[src/hw/rtl/vsfx_pkg.sv]
// ----------------------------------------------------------------------------
// vsfx_pkg: shared definitions of the voice effects mix
// Widths, register indexes, schedule step codes, the quarter-wave sine table
// and small arithmetic helpers used by the controller and the datapath.
// ----------------------------------------------------------------------------
package vsfx_pkg;

	// Word and arithmetic widths.
	localparam int SMP_W  = 16;
	localparam int ST_W   = 24;
	localparam int COEF_W = 17;
	localparam int PH_W   = 32;
	localparam int A_W    = 32;
	localparam int B_W    = 18;
	localparam int P_W    = A_W + B_W;
	localparam int ACC_W  = 45;
	localparam int SUM_W  = COEF_W + 1;

	// Configuration channel.
	localparam int CFG_ADDR_W = 3;
	localparam int CFG_DATA_W = 32;

	localparam logic [CFG_ADDR_W-1:0] CFG_RADIO_W   = 3'd0;
	localparam logic [CFG_ADDR_W-1:0] CFG_ROBOT_W   = 3'd1;
	localparam logic [CFG_ADDR_W-1:0] CFG_DOUBLER_W = 3'd2;
	localparam logic [CFG_ADDR_W-1:0] CFG_LOW_CUT   = 3'd3;
	localparam logic [CFG_ADDR_W-1:0] CFG_HIGH_CUT  = 3'd4;
	localparam logic [CFG_ADDR_W-1:0] CFG_CARRIER   = 3'd5;
	localparam logic [CFG_ADDR_W-1:0] CFG_WOBBLE    = 3'd6;

	// Delay line and sine table sizes.
	localparam int DELAY_DEPTH  = 1024;
	localparam int ADDR_W       = $clog2(DELAY_DEPTH);
	localparam int FILL_W       = ADDR_W + 1;
	localparam int SINE_ENTRIES = 1024;
	localparam int SINE_BITS    = $clog2(SINE_ENTRIES);
	localparam int QTR          = SINE_ENTRIES / 4;
	localparam int QIDX_W       = SINE_BITS - 1;

	// Fixed-point constants.
	localparam logic [COEF_W-1:0] ONE_Q16 = 17'd65536;
	localparam logic [PH_W-1:0] CARRIER_RESET = 32'd8500488;
	localparam logic [PH_W-1:0] WOBBLE_RESET  = 32'd71583;
	localparam int ROBOT_DRY_GAIN = 4915 * 32768;
	localparam int ROBOT_WET      = 27853;
	localparam int DOUBLER_BLEND  = 2294;
	localparam int DQ_W           = ADDR_W + 18;
	localparam int DELAY_BASE_Q16 = 576 * 65536;
	localparam int DELAY_MIN_Q16  = 65536;
	localparam longint DELAY_MAX_Q16 = longint'(DELAY_DEPTH - 2) * 65536;

	localparam longint unsigned POLY_A1 = 64'd1686629713;
	localparam longint unsigned POLY_A3 = 64'd693598671;
	localparam longint unsigned POLY_A5 = 64'd85569278;
	localparam longint unsigned POLY_A7 = 64'd5027045;

	// Per-sample schedule steps.
	localparam int STEP_W = 5;
	localparam logic [STEP_W-1:0] S_HP1_MUL  = 5'd0;
	localparam logic [STEP_W-1:0] S_HP1_UPD  = 5'd1;
	localparam logic [STEP_W-1:0] S_H1       = 5'd2;
	localparam logic [STEP_W-1:0] S_HP2_MUL  = 5'd3;
	localparam logic [STEP_W-1:0] S_HP2_UPD  = 5'd4;
	localparam logic [STEP_W-1:0] S_H2       = 5'd5;
	localparam logic [STEP_W-1:0] S_LP1_MUL  = 5'd6;
	localparam logic [STEP_W-1:0] S_LP1_UPD  = 5'd7;
	localparam logic [STEP_W-1:0] S_LP2_MUL  = 5'd8;
	localparam logic [STEP_W-1:0] S_LP2_UPD  = 5'd9;
	localparam logic [STEP_W-1:0] S_RB_MUL1  = 5'd10;
	localparam logic [STEP_W-1:0] S_RB_GAIN  = 5'd11;
	localparam logic [STEP_W-1:0] S_RB_MUL2  = 5'd12;
	localparam logic [STEP_W-1:0] S_RB_OUT   = 5'd13;
	localparam logic [STEP_W-1:0] S_DB_DLY   = 5'd14;
	localparam logic [STEP_W-1:0] S_DB_RDA   = 5'd15;
	localparam logic [STEP_W-1:0] S_DB_RDB   = 5'd16;
	localparam logic [STEP_W-1:0] S_DB_MUL1  = 5'd17;
	localparam logic [STEP_W-1:0] S_DB_DEL   = 5'd18;
	localparam logic [STEP_W-1:0] S_DB_MUL2  = 5'd19;
	localparam logic [STEP_W-1:0] S_DB_OUT   = 5'd20;
	localparam logic [STEP_W-1:0] S_MX_DRY   = 5'd21;
	localparam logic [STEP_W-1:0] S_MX_RADIO = 5'd22;
	localparam logic [STEP_W-1:0] S_MX_ROBOT = 5'd23;
	localparam logic [STEP_W-1:0] S_MX_TINY  = 5'd24;
	localparam logic [STEP_W-1:0] S_MX_SUM   = 5'd25;
	localparam logic [STEP_W-1:0] S_OUT      = 5'd26;

	// Weight normalization: 16 quotient bits per weight.
	localparam int NQ_W = 16;
	localparam int NCNT_W = 5;
	localparam logic [NCNT_W-1:0] NCNT_LOAD  = 5'd0;
	localparam logic [NCNT_W-1:0] NCNT_STORE = 5'd17;

	// Commands from the controller to the datapath.
	typedef struct packed {
		logic              accept;
		logic              run;
		logic [STEP_W-1:0] step;
		logic              cfg_ready;
		logic              norm_load;
		logic              norm_step;
		logic              norm_store;
		logic              norm_finish;
		logic [1:0]        wsel;
		logic              out_load;
	} cmd_t;

	// Status from the datapath to the controller.
	typedef struct packed {
		logic dirty;
		logic out_free;
	} stat_t;

	typedef logic [SMP_W-2:0] qsine_lut_t [QTR+1];

	// One quarter-wave entry: odd polynomial in Q30, rounded to Q15, capped.
	function automatic logic [SMP_W-2:0] qsine_entry(input int j);
		longint unsigned x, x2, t, s;
		x  = longint'(j) << (32 - SINE_BITS);
		x2 = (x * x) >> 30;
		t  = POLY_A5 - ((x2 * POLY_A7) >> 30);
		t  = POLY_A3 - ((x2 * t) >> 30);
		t  = POLY_A1 - ((x2 * t) >> 30);
		s  = (x * t) >> 30;
		s  = (s + 64'd16384) >> 15;
		if (s > 64'd32767) begin
			s = 64'd32767;
		end
		return s[SMP_W-2:0];
	endfunction

	function automatic qsine_lut_t build_qsine();
		qsine_lut_t lut;
		for (int j = 0; j <= QTR; j++) begin
			lut[j] = qsine_entry(j);
		end
		return lut;
	endfunction

	localparam qsine_lut_t QSINE_LUT = build_qsine();

	// Table sine of a 32-bit phase, Q15 signed.
	function automatic logic signed [SMP_W-1:0] sine_lookup(input logic [PH_W-1:0] phase);
		logic [SINE_BITS-1:0] k;
		logic [QIDX_W-1:0]    idx;
		logic [SMP_W-1:0]     mag;
		k   = phase[PH_W-1 -: SINE_BITS];
		idx = {1'b0, k[SINE_BITS-3:0]};
		if (k[SINE_BITS-2]) begin
			idx = QIDX_W'(QTR) - idx;
		end
		mag = {1'b0, QSINE_LUT[idx]};
		return k[SINE_BITS-1] ? -$signed(mag) : $signed(mag);
	endfunction

	function automatic logic [COEF_W-1:0] clamp_one(input logic [COEF_W-1:0] v);
		return (v > ONE_Q16) ? ONE_Q16 : v;
	endfunction

	function automatic logic signed [ST_W-1:0] sat24(input logic signed [35:0] v);
		if (v > 36'sd8388607) begin
			return 24'sh7FFFFF;
		end else if (v < -36'sd8388608) begin
			return 24'sh800000;
		end
		return v[ST_W-1:0];
	endfunction

endpackage

[src/hw/rtl/vsfx_ctrl.sv]
// ----------------------------------------------------------------------------
// vsfx_ctrl: sequencer of the voice effects mix
// Runs the weight normalization after reset and after weight writes, and
// steps the datapath through the per-sample schedule.
// ----------------------------------------------------------------------------
module vsfx_ctrl (
	input  logic              clk,
	input  logic              arst_n,
	input  logic              in_valid,
	output logic              in_ready,
	input  vsfx_pkg::stat_t   stat,
	output vsfx_pkg::cmd_t    cmd
);

	localparam logic [1:0] ST_IDLE = 2'd0;
	localparam logic [1:0] ST_NORM = 2'd1;
	localparam logic [1:0] ST_RUN  = 2'd2;

	logic [1:0]                      state_q;
	logic [vsfx_pkg::STEP_W-1:0]     step_q;
	logic [vsfx_pkg::NCNT_W-1:0]     ncnt_q;
	logic [1:0]                      wsel_q;

	always_comb begin
		cmd = '0;
		cmd.step = step_q;
		cmd.wsel = wsel_q;
		cmd.cfg_ready = (state_q != ST_NORM);
		in_ready = (state_q == ST_IDLE) && !stat.dirty;
		case (state_q)
			ST_IDLE: begin
				cmd.accept = in_valid && !stat.dirty;
			end
			ST_NORM: begin
				if (wsel_q == 2'd3) begin
					cmd.norm_finish = 1'b1;
				end else if (ncnt_q == vsfx_pkg::NCNT_LOAD) begin
					cmd.norm_load = 1'b1;
				end else if (ncnt_q == vsfx_pkg::NCNT_STORE) begin
					cmd.norm_store = 1'b1;
				end else begin
					cmd.norm_step = 1'b1;
				end
			end
			ST_RUN: begin
				cmd.run = 1'b1;
				cmd.out_load = (step_q == vsfx_pkg::S_OUT) && stat.out_free;
			end
			default: begin
				cmd.cfg_ready = 1'b0;
			end
		endcase
	end

	always_ff @(posedge clk or negedge arst_n) begin
		if (!arst_n) begin
			state_q <= ST_IDLE;
			step_q <= '0;
			ncnt_q <= '0;
			wsel_q <= '0;
		end else begin
			case (state_q)
				ST_IDLE: begin
					if (stat.dirty) begin
						state_q <= ST_NORM;
						ncnt_q <= '0;
						wsel_q <= '0;
					end else if (in_valid) begin
						state_q <= ST_RUN;
						step_q <= '0;
					end
				end
				ST_NORM: begin
					if (wsel_q == 2'd3) begin
						state_q <= ST_IDLE;
					end else if (ncnt_q == vsfx_pkg::NCNT_STORE) begin
						ncnt_q <= '0;
						wsel_q <= wsel_q + 2'd1;
					end else begin
						ncnt_q <= ncnt_q + 1'b1;
					end
				end
				ST_RUN: begin
					if (step_q == vsfx_pkg::S_OUT) begin
						if (stat.out_free) begin
							state_q <= ST_IDLE;
						end
					end else begin
						step_q <= step_q + 1'b1;
					end
				end
				default: begin
					state_q <= ST_IDLE;
				end
			endcase
		end
	end

endmodule

[config.mk]
export PLATFORM = sky130hd
export DESIGN_NAME = vsfx_ctrl
export DESIGN_NICKNAME = d
export VERILOG_FILES = /design/src/hw/rtl/vsfx_pkg.sv /design/src/hw/rtl/vsfx_ctrl.sv
export SDC_FILE = /design/constraint.sdc
export NUM_CORES = 1
export LEC_CHECK = 0
export BUFFER_PORTS_ARGS = -buffer_cell sky130_fd_sc_hd__buf_4
export CAP_MARGIN = 20
export CELL_PAD_IN_SITES_DETAIL_PLACEMENT = 0
export CELL_PAD_IN_SITES_GLOBAL_PLACEMENT = 1
export CORE_MARGIN = 3
export CORE_UTILIZATION = 34
export DETAILED_ROUTE_END_ITERATION = 6
export PLACE_DENSITY = 0.77
export SLEW_MARGIN = 10
export SYNTH_ARGS = -nofsm -noshare
export SYNTH_HDL_FRONTEND = slang
export SYNTH_SLANG_ARGS = --single-unit
[constraint.sdc]
create_clock -name clk -period 1.3 [get_ports clk]
set_clock_uncertainty 0.15 [all_clocks]
set_input_delay 0.065 -clock clk [delete_from_list [all_inputs] [get_ports clk]]
set_output_delay 0.065 -clock clk [all_outputs]
set_load 0.1 [all_outputs]
==> flow_summary.yaml, run 1 <==
run_status:
  status: "complete, but fails checks"
  violations: "setup timing"
critical_path:
  reg2reg_depth: 6
  worstPathArrival_ns: 1.64
  path_cells: "inv_4, ha_4, and4b_2, and3_4, buf_12"
  critPathCapture: "cmd[0]"
  crit_family: "flip-flops"
  cpPeakStageDelay_ns: 0.52
  crit_fanout: 2
  end_kind: "output pin"
  crit_path_start: "step_q[0]$_DFFE_PN0P_"
  critPathBufInv: 2
  cp_num_cells: 5
  startpoint_type: "flop"
  slowest_stage: "dfrtp_4"
  r2r_slack_ns: -0.53
  critical_path_class: "reg2out"
  rr_startpoint: "step_q[1]$_DFFE_PN0P_"
  required_ns: 1.09
  r2r_end: "step_q[0]$_DFFE_PN0P_"
floorplanning:
  dieWidth_um: 55.8
  die_h_um: 55.8
  fp.dieArea_um2: 3120
  start_util: 0.371
  core_um2: 2280
  rows: 17
  num_io_pins: 21
clock_network:
  cts.path.max_buffers: 2
  cts_buffers: 3
  tritoncts: "yes"
  clkLatencyLatePin_ns: 0.30
  clock_sinks: 14
  clkTransAtPathRegs_ns: 0.10
  root_buffer: "clkbuf_4"
  htreeDepth: 1
timing:
  final_max_slew_viol_count: 0
  holdWs_ns: 0.125
  setup_slack_ns: -0.556
  rsz0062_at_grt: "true"
  setup_viol: 27
  final.period_utilization: 1.43
  slew_headroom: 0.796
  worst_slew_pin_slew_ns: 0.306
  hold_viol_final: 0
  fin_crit_ns: 1.86
  max_freq_mhz: 539
detailed_routing:
  dr.max_layer_used: "met4"
  via_per_inst: 5.08
  wl_per_cell_um: 17.5
  drt_iter0_markers: 18
  wl_met3_um: 94
  dr_wl_met2_um: 1970
  drt_first_pass_iters: 4
  met1_length_um: 1200
  drtAntennaViolNets: 0
  wl_um: 3340
  drc: 0
  vias: 970
pwr:
  power.leakage_nw: 0.878
  internal-power_w: 0.00246
  p_per_area_nw_per_um2: 2560
  combinationalPowerShare: 0.778
  power_switching_w: 0.00252
  clkPwrFrac: 0.070
  p_total_w: 0.00499
  seqPwrFrac: 0.152
  ir_drop_mv: 2.06
  p_sw_frac: 0.506
final_layout:
  seqCellArea_um2: 370
  fin_util: 0.858
  final.fill_count: 112
  nets: 175
  diodes: 0
  final_cell_count_no_fill: 191
  syn_to_final_growth_pct: 131
  multi_input_area_um2: 658
  drive_gt1_frac: 0.736
global_routing:
  grt_pass1_vias: 1026
  grt_usage: 0.216
  overflow: 0
  antenna_found_initial: 0
  grt_max_degree: 15
  grt_pass1_wl_um: 5200
synthesis:
  syn-cell-area_um2: 845
  synth_fp_nets: 103
  synth_area_leader_cell: "dfrtp_1"
  yosys_warnings: 0
  syn_avg_cell_area_um2: 9.18
  synthCells: 92
  yosys-top-cells-area: "dfrtp_1, ha_1, nand2_1"
  synth_seq_cells: 14
  synth_top_area_frac: 0.415
  synth.distinct_cells: 35
  seq_area_frac_synth: 0.415
placement:
  dpl.hpwl_um: 1700
  portBuffers: 20
  post-place-cells: 167
  gp_congestion: 0.813
min_path:
  hp-class: "in2reg"
flow_run:
  drv_cap: 0
## layout by cell type (no fill, tap or decap), types with 3 or more instances in the layout
cell	count
buf_12	14
dfrtp_4	4
clkbuf_4	3
ha_2	3
dlygate4sd3_1	3
o21ai_1	5
o21ai_2	5
inv_1	3
inv_4	3
buf_8	3
dfrtp_2	4
nand2_1	7
dfrtp_1	6
nand3_1	4
buf_4	32
buf_6	17
nand2_4	4
## sequential cells by signal (all words and copies together), names as in the netlist
signal	cells
ncnt_q	5
wsel_q	2
step_q	5
state_q	2
## power groups by stage
stage / clock (W) / sequential (W) / combinational (W)
floorplan: 0 / 0.00125 / 0.00135
global placement: 0 / 0.000717 / 0.00281
detailed placement: 0 / 0.000730 / 0.00283
CTS: 0.000346 / 0.000749 / 0.00347
global route: 0.000376 / 0.000774 / 0.00409
finish: 0.000349 / 0.000759 / 0.00388
## worst reg2reg max path, cell delays in order (launching register included)
cell and delay (ns):
dfrtp_4 0.52, ha_4 0.16, and4b_2 0.22, buf_6 0.13, buf_8 0.13, a21oi_1 0.29, o21ai_2 0.11
## final cells by class
class,count,area share
timing repair buffer,69,0.403
inverter,10,0.0333
multi-input combinational,66,0.337
clock buffer,4,0.0186
sequential,14,0.190
tap,28,0.0179
## cell usage after synthesis
| library cell | instances |
|---|---|
| nand4_1 | 1 |
| and2_1 | 1 |
| nor4_1 | 1 |
| o21ai_1 | 3 |
| inv_2 | 1 |
| or3_1 | 1 |
| o31ai_1 | 1 |
| a21o_1 | 1 |
| a21oi_1 | 3 |
| nor2_2 | 2 |
| dfrtp_1 | 14 |
| xor2_1 | 2 |
| nor3_4 | 1 |
| buf_6 | 1 |
| and3_2 | 1 |
| nand2b_1 | 2 |
| o22ai_1 | 2 |
| a22o_2 | 1 |
| o21ai_0 | 7 |
| and4b_1 | 1 |
| nor3b_1 | 1 |
| buf_2 | 1 |
| nor4b_1 | 1 |
| nor2_1 | 3 |
| inv_1 | 9 |
| nand2_1 | 11 |
| nand3_1 | 4 |
| nor3_1 | 1 |
| ha_1 | 6 |
| a31oi_1 | 2 |
| a22o_1 | 1 |
| and4bb_4 | 1 |
| nor2b_1 | 1 |
| nand2b_2 | 1 |
| o211ai_1 | 2 |
## what timing repair did
item | CTS | global route
pin swaps | 11 | 9
hold buffers | 3 | 0
setup endpoints to repair | 30 | 28
buffers inserted | 9 | 11
hold endpoints to repair | 15 | 0
resized for setup | 67 | 23
## cell families after synthesis
group / synth area share
buffers and inverters: 0.0637
AND/OR/NAND/NOR: 0.247
flip-flops: 0.415
XOR/XNOR: 0.0207
adder cells (fa/ha/maj): 0.0889
AO/OA/AOI/OAI: 0.164
## worst min path at each step
| stage | start | endpoint | slack, ns | cells after the start |
|---|---|---|---|---|
| 6_report | stat[1] | state_q[1]$_DFFE_PN0P_ | 0.12 | 5 |
| 5_1_grt | stat[1] | state_q[0]$_DFFE_PN0P_ | 0.16 | 4 |
| 4_1_cts | stat[1] | state_q[0]$_DFFE_PN0P_ | 0.09 | 4 |
| 3_5_place_dp | arst_n | step_q[1]$_DFFE_PN0P_ | -0.22 | 1 |
| 3_3_place_gp | arst_n | step_q[0]$_DFFE_PN0P_ | -0.22 | 1 |
| 2_1_floorplan | arst_n | ncnt_q[0]$_DFFE_PN0P_ | -0.38 | 0 |
## metal layers
metal,vias up,GRT usage
met3,9,0.0348
met4,0,0.119
li1,466,-
met2,25,0.407
met1,470,0.225
met5,-,0
## metrics by stage
step | area (um^2) | TNS (ns) | setup slack (ns)
CTS | 1810 | -7.75 | -0.517
finish | 1950 | -8.43 | -0.556
floorplan | 980 | -8.28 | -0.843
detailed placement | 1390 | -4.52 | -0.363
global placement | 1390 | -4.16 | -0.318
global route | 1950 | -9.91 | -0.627
Power figures use the tool's default switching activity.
==> inputs of run 2 (changes only) <==
- PLACE_DENSITY: 0.77 -> 0.71
==> run 2 against run 1 <==
Against the previous run:
- the run still ends with setup timing left
- highest routed layer unchanged
- sequential power is essentially flat
- non-clock buffer count rose by 4
- sequential share of layout area decreased by 0.37 points
- first-iteration DRC count is 5.6% higher
- register-to-register slack better by 0.08 ns
- clock-buffer cell count is the same
- via count grew 3.3%
- final cell count rose by 2.1%
- largest cell class unchanged
- power rose by 1.5%
==> flow_summary.yaml, run 2 (synthesis results as in run 1) <==
timing:
  hold_viol_final: 0
  final_max_slew_viol_count: 0
  rsz0062_at_grt: "true"
  max_freq_mhz: 556
  worst_slew_pin_slew_ns: 0.302
  setup_viol: 25
  setup_slack_ns: -0.499
  holdWs_ns: 0.115
  slew_headroom: 0.798
  fin_crit_ns: 1.80
  final.period_utilization: 1.38
clock_network:
  clock_sinks: 14
  htreeDepth: 1
  tritoncts: "yes"
  root_buffer: "clkbuf_4"
  cts.path.max_buffers: 2
  cts_buffers: 3
  clkLatencyLatePin_ns: 0.29
  clkTransAtPathRegs_ns: 0.09
critical_path:
  cpPeakStageDelay_ns: 0.42
  critical_path_class: "reg2out"
  end_kind: "output pin"
  r2r_end: "step_q[0]$_DFFE_PN0P_"
  slowest_stage: "dfrtp_1"
  reg2reg_depth: 6
  startpoint_type: "flop"
  required_ns: 1.09
  path_cells: "nand2b_4, buf_4, nor4_4, buf_6"
  crit_fanout: 5
  worstPathArrival_ns: 1.58
  r2r_slack_ns: -0.45
  rr_startpoint: "step_q[1]$_DFFE_PN0P_"
floorplanning:
  fp.dieArea_um2: 3120
  start_util: 0.371
  die_h_um: 55.8
  rows: 17
  core_um2: 2280
  dieWidth_um: 55.8
  num_io_pins: 21
detailed_routing:
  wl_per_cell_um: 16.9
  drt_iter0_markers: 19
  wl_um: 3300
  vias: 1002
  via_per_inst: 5.14
  drc: 0
  drtAntennaViolNets: 0
  drt_first_pass_iters: 4
pwr:
  clkPwrFrac: 0.066
  internal-power_w: 0.00251
  seqPwrFrac: 0.150
  ir_drop_mv: 2.23
  p_sw_frac: 0.504
  power_switching_w: 0.00255
  p_per_area_nw_per_um2: 2540
  combinationalPowerShare: 0.784
  power.leakage_nw: 0.895
global_routing:
  grt_max_degree: 15
  grt_pass1_vias: 977
  antenna_found_initial: 0
  overflow: 0
  grt_pass1_wl_um: 4660
  grt_usage: 0.193
final_layout:
  syn_to_final_growth_pct: 136
  final_common_cell: "buf_4"
  final_cell_count_no_fill: 195
  nets: 179
  drive_gt1_frac: 0.743
  diodes: 0
  reg_top3: "ncnt_q (5), step_q (5)"
  final.fill_count: 107
  final_cell_mix: "buf_4, buf_6, buf_12"
run_status:
  status: "complete, but fails checks"
  violations: "setup timing"
placement:
  portBuffers: 20
  gp_congestion: 0.785
  dpl.hpwl_um: 1720
  post-place-cells: 166
flow_run:
  drv_cap: 0
min_path:
  hold_path.startpoint: "stat[1]"
  hp-class: "in2reg"
  hold_path_depth: 4
  min_to: "state_q[0]$_DFFE_PN0P_"
[run 2: worst max path at each step]
stage / start / to / slack [ns] / depth (start not counted)
floorplan: ncnt_q[0]$_DFFE_PN0P_ / cmd[5] / -0.84 / 3
global placement: ncnt_q[1]$_DFFE_PN0P_ / cmd[6] / -0.34 / 5
detailed placement: step_q[1]$_DFFE_PN0P_ / step_q[0]$_DFFE_PN0P_ / -0.35 / 5
CTS: wsel_q[0]$_DFFE_PN0P_ / cmd[5] / -0.50 / 4
global route: ncnt_q[1]$_DFFE_PN0P_ / cmd[6] / -0.57 / 5
finish: state_q[1]$_DFFE_PN0P_ / cmd[5] / -0.50 / 4
[run 2: layout make-up]
type / count / area, um^2 / area share
inverters: 10 / 57.6 / 0.0289
repair buffers: 73 / 816 / 0.410
flip-flops and latches: 14 / 370 / 0.186
multi-input cells: 66 / 676 / 0.339
well taps: 28 / 35.0 / 0.0176
clock buffers: 4 / 36.3 / 0.0182
[run 2: power groups by stage]
| stage | registers (W) | clock network (W) | logic [W] |
|---|---|---|---|
| after detailed placement | 0.000748 | 0 | 0.00275 |
| after global placement | 0.000741 | 0 | 0.00272 |
| after floorplan | 0.00125 | 0 | 0.00135 |
| after CTS | 0.000749 | 0.000341 | 0.00352 |
| after global routing | 0.000772 | 0.000365 | 0.00415 |
| final | 0.000759 | 0.000334 | 0.00397 |
[run 2: metal layers]
| layer | track usage | share of wire | vias up | routed length (um) |
|---|---|---|---|---|
| met5 | 0 | 0 | - | 0 |
| met4 | 0.0644 | 0.047 | 0 | 155 |
| met3 | 0.0325 | 0.030 | 16 | 98 |
| met2 | 0.385 | 0.57 | 30 | 1860 |
| met1 | 0.199 | 0.36 | 479 | 1180 |
| li1 | - | - | 477 | - |
[run 2: timing repair]
item,in CTS,in global routing
gates resized for setup,74,22
hold endpoints to repair,15,8
hold buffers,2,1
setup endpoints to repair,29,30
setup buffers,10,13
cloned,0,0
pin swaps,14,7
[run 2: through the flow]
| stage | total power (W) | TNS (ns) | util | instance area, um^2 | worst slack [ns] |
|---|---|---|---|---|---|
| after floorplan | 0.00260 | -8.28 | - | 980 | -0.843 |
| after CTS | 0.00461 | -7.73 | 0.791 | 1800 | -0.495 |
| after global routing | 0.00529 | -9.39 | 0.875 | 1990 | -0.568 |
| after detailed placement | 0.00349 | -4.63 | 0.596 | 1360 | -0.346 |
| after global placement | 0.00346 | -4.50 | 0.596 | 1360 | -0.343 |
| final | 0.00506 | -8.07 | 0.875 | 1990 | -0.499 |
[run 2: critical path: cells and delay by family (launching register included)]
kind / cells / cell delay [ns]
simple gates: 2 / 0.46
flops: 1 / 0.42
buf+inv: 2 / 0.41
==> inputs of run 3 (changes only) <==
- BUFFER_PORTS_ARGS: -buffer_cell sky130_fd_sc_hd__buf_4 -> -buffer_cell sky130_fd_sc_hd__buf_2
- CORE_ASPECT_RATIO: not set -> 0.6
==> run 3 against run 2 <==
Against the previous run:
- the flow still finishes with violations (setup timing)
- non-clock buffer count shrank 6
- first-iteration DRC count increased to 4.6 times the previous value
- register-to-register slack hardly changed
- power is 5.1% higher
- worst hold slack got worse by 0.027 ns
- critical path depth unchanged
- die area grew 0.62%
- via count up 3.7%
- maximum frequency is essentially flat
==> flow_summary.yaml, run 3 (synthesis results as in run 1) <==
pwr:
  p_total_w: 0.00532
  p_per_area_nw_per_um2: 2670
  seqPwrFrac: 0.145
  power.leakage_nw: 0.876
  ir_drop_mv: 2.46
  clkPwrFrac: 0.082
  p_sw_frac: 0.499
  internal-power_w: 0.00267
  combinationalPowerShare: 0.773
  power_switching_w: 0.00265
critical_path:
  critical_path_class: "reg2out"
  r2r_slack_ns: -0.44
  crit_fanout: 3
  r2r_end: "ncnt_q[2]$_DFFE_PN0P_"
  startpoint_type: "flop"
  required_ns: 1.09
  path_cells: "ha_4, buf_12, nor4_4, buf_12"
  crit_top_cell: "buf_12"
  end_kind: "output pin"
  rr_startpoint: "ncnt_q[1]$_DFFE_PN0P_"
  slowest_stage: "dfrtp_4"
  crit_path_start: "wsel_q[1]$_DFFE_PN0P_"
  reg2reg_depth: 7
  cpPeakStageDelay_ns: 0.49
  worstPathArrival_ns: 1.58
floorplanning:
  num_io_pins: 21
  start_util: 0.374
  die_h_um: 44.6
  dieWidth_um: 70.3
  rows: 13
  fp.dieArea_um2: 3140
  core_um2: 2260
clock_network:
  clkTransAtPathRegs_ns: 0.06
  cts.path.max_buffers: 2
  clkLatencyLatePin_ns: 0.25
  clock_sinks: 14
  cts_buffers: 3
  root_buffer: "clkbuf_8"
  tritoncts: "yes"
  htreeDepth: 1
global_routing:
  grt_pass1_vias: 970
  grt_usage: 0.215
  grt_max_degree: 15
  overflow: 0
  grt_pass1_wl_um: 5040
  antenna_found_initial: 0
timing:
  fin_crit_ns: 1.80
  slew_headroom: 0.718
  hold_viol_final: 0
  worst_slew_pin_slew_ns: 0.423
  final.period_utilization: 1.38
  setup_slack_ns: -0.497
  max_freq_mhz: 556
  setup_viol: 23
  rsz0062_at_grt: "true"
  setup_tns_ns: -7.56
  final_max_slew_viol_count: 0
run_status:
  status: "complete, but fails checks"
  violations: "setup timing"
final_layout:
  diodes: 0
  reg_top3: "ncnt_q (5), step_q (5)"
  final_common_cell: "buf_4"
  design_area_um2: 1990
  syn_to_final_growth_pct: 136
  fin_util: 0.880
  nets: 173
  final_cell_mix: "buf_4, buf_12, buf_6"
  drive_gt1_frac: 0.733
detailed_routing:
  vias: 1039
  wl_um: 3780
  drc: 0
  via_per_inst: 5.44
  drt_iter0_markers: 87
  drtAntennaViolNets: 0
  drt_first_pass_iters: 4
  wl_per_cell_um: 19.8
placement:
  gp_congestion: 0.843
  pre_cts_slack_ns: -0.413
  dpl_cell_area_um2: 1580
  portBuffers: 20
  dpl.hpwl_um: 1940
flow_run:
  drv_cap: 0
min_path:
  hp-class: "in2async"
## run 3: changes by cell type in the layout (fill, tap and decap cells not counted), moves of 3 or more
cell      before  now
buf_4         35   28
buf_12        13   18
buf_2          0    4
clkbuf_8       1    4
buf_6         18   13
clkbuf_4       3    0
## run 3: power by group through the flow
stage | Combinational [W] | Sequential [W] | Clock, W
3_5_place_dp | 0.00328 | 0.000735 | 0
5_1_grt | 0.00427 | 0.000783 | 0.000460
4_1_cts | 0.00375 | 0.000754 | 0.000444
3_3_place_gp | 0.00322 | 0.000729 | 0
2_1_floorplan | 0.00135 | 0.00125 | 0
6_report | 0.00411 | 0.000773 | 0.000435
## run 3: critical path: cells and delay by family, from the launching register on
| kind | cells | cell delay, ns |
|---|---|---|
| fa+ha+maj | 1 | 0.18 |
| buf+inv | 2 | 0.35 |
| flops | 1 | 0.49 |
| simple gates | 1 | 0.31 |
## run 3: layout make-up
type	count	area, um^2
multi-input cells	66	676
repair buffers	67	787
fillers	86	270
clock buffers	4	55.1
inverters	10	65.1
well taps	30	37.5
flip-flops and latches	14	370
## run 3: what timing repair did
item | CTS | global route
cloned | 0 | 0
endpoints found under the setup margin | 23 | 27
hold endpoints to repair | 15 | 0
pin swaps | 15 | 16
resized for setup | 32 | 20
setup buffers | 13 | 12
hold buffers | 2 | 0
## run 3: through the flow
step           hold slack [ns]  cells
4_1_cts                  0.101    187
2_1_floorplan           -0.381     92
3_3_place_gp            -0.174    169
5_1_grt                  0.121    191
3_5_place_dp            -0.165    169
6_report                0.0882    191
## run 3: worst max path at each step
stage | end | slack, ns | cells after the start
CTS | cmd[6] | -0.50 | 5
floorplan | cmd[5] | -0.84 | 3
finish | cmd[5] | -0.50 | 4
detailed placement | cmd[0] | -0.41 | 5
global route | cmd[5] | -0.53 | 4
global placement | cmd[0] | -0.36 | 5
## run 3: metal layers
metal / share of wire / track usage / wire [um] / up-vias
met5: 0 / 0 / 0 / -
met4: 0.023 / 0.0458 / 87 / 0
met3: 0.086 / 0.0522 / 325 / 10
met2: 0.48 / 0.353 / 1830 / 64
met1: 0.41 / 0.293 / 1530 / 505
li1: - / - / - / 460
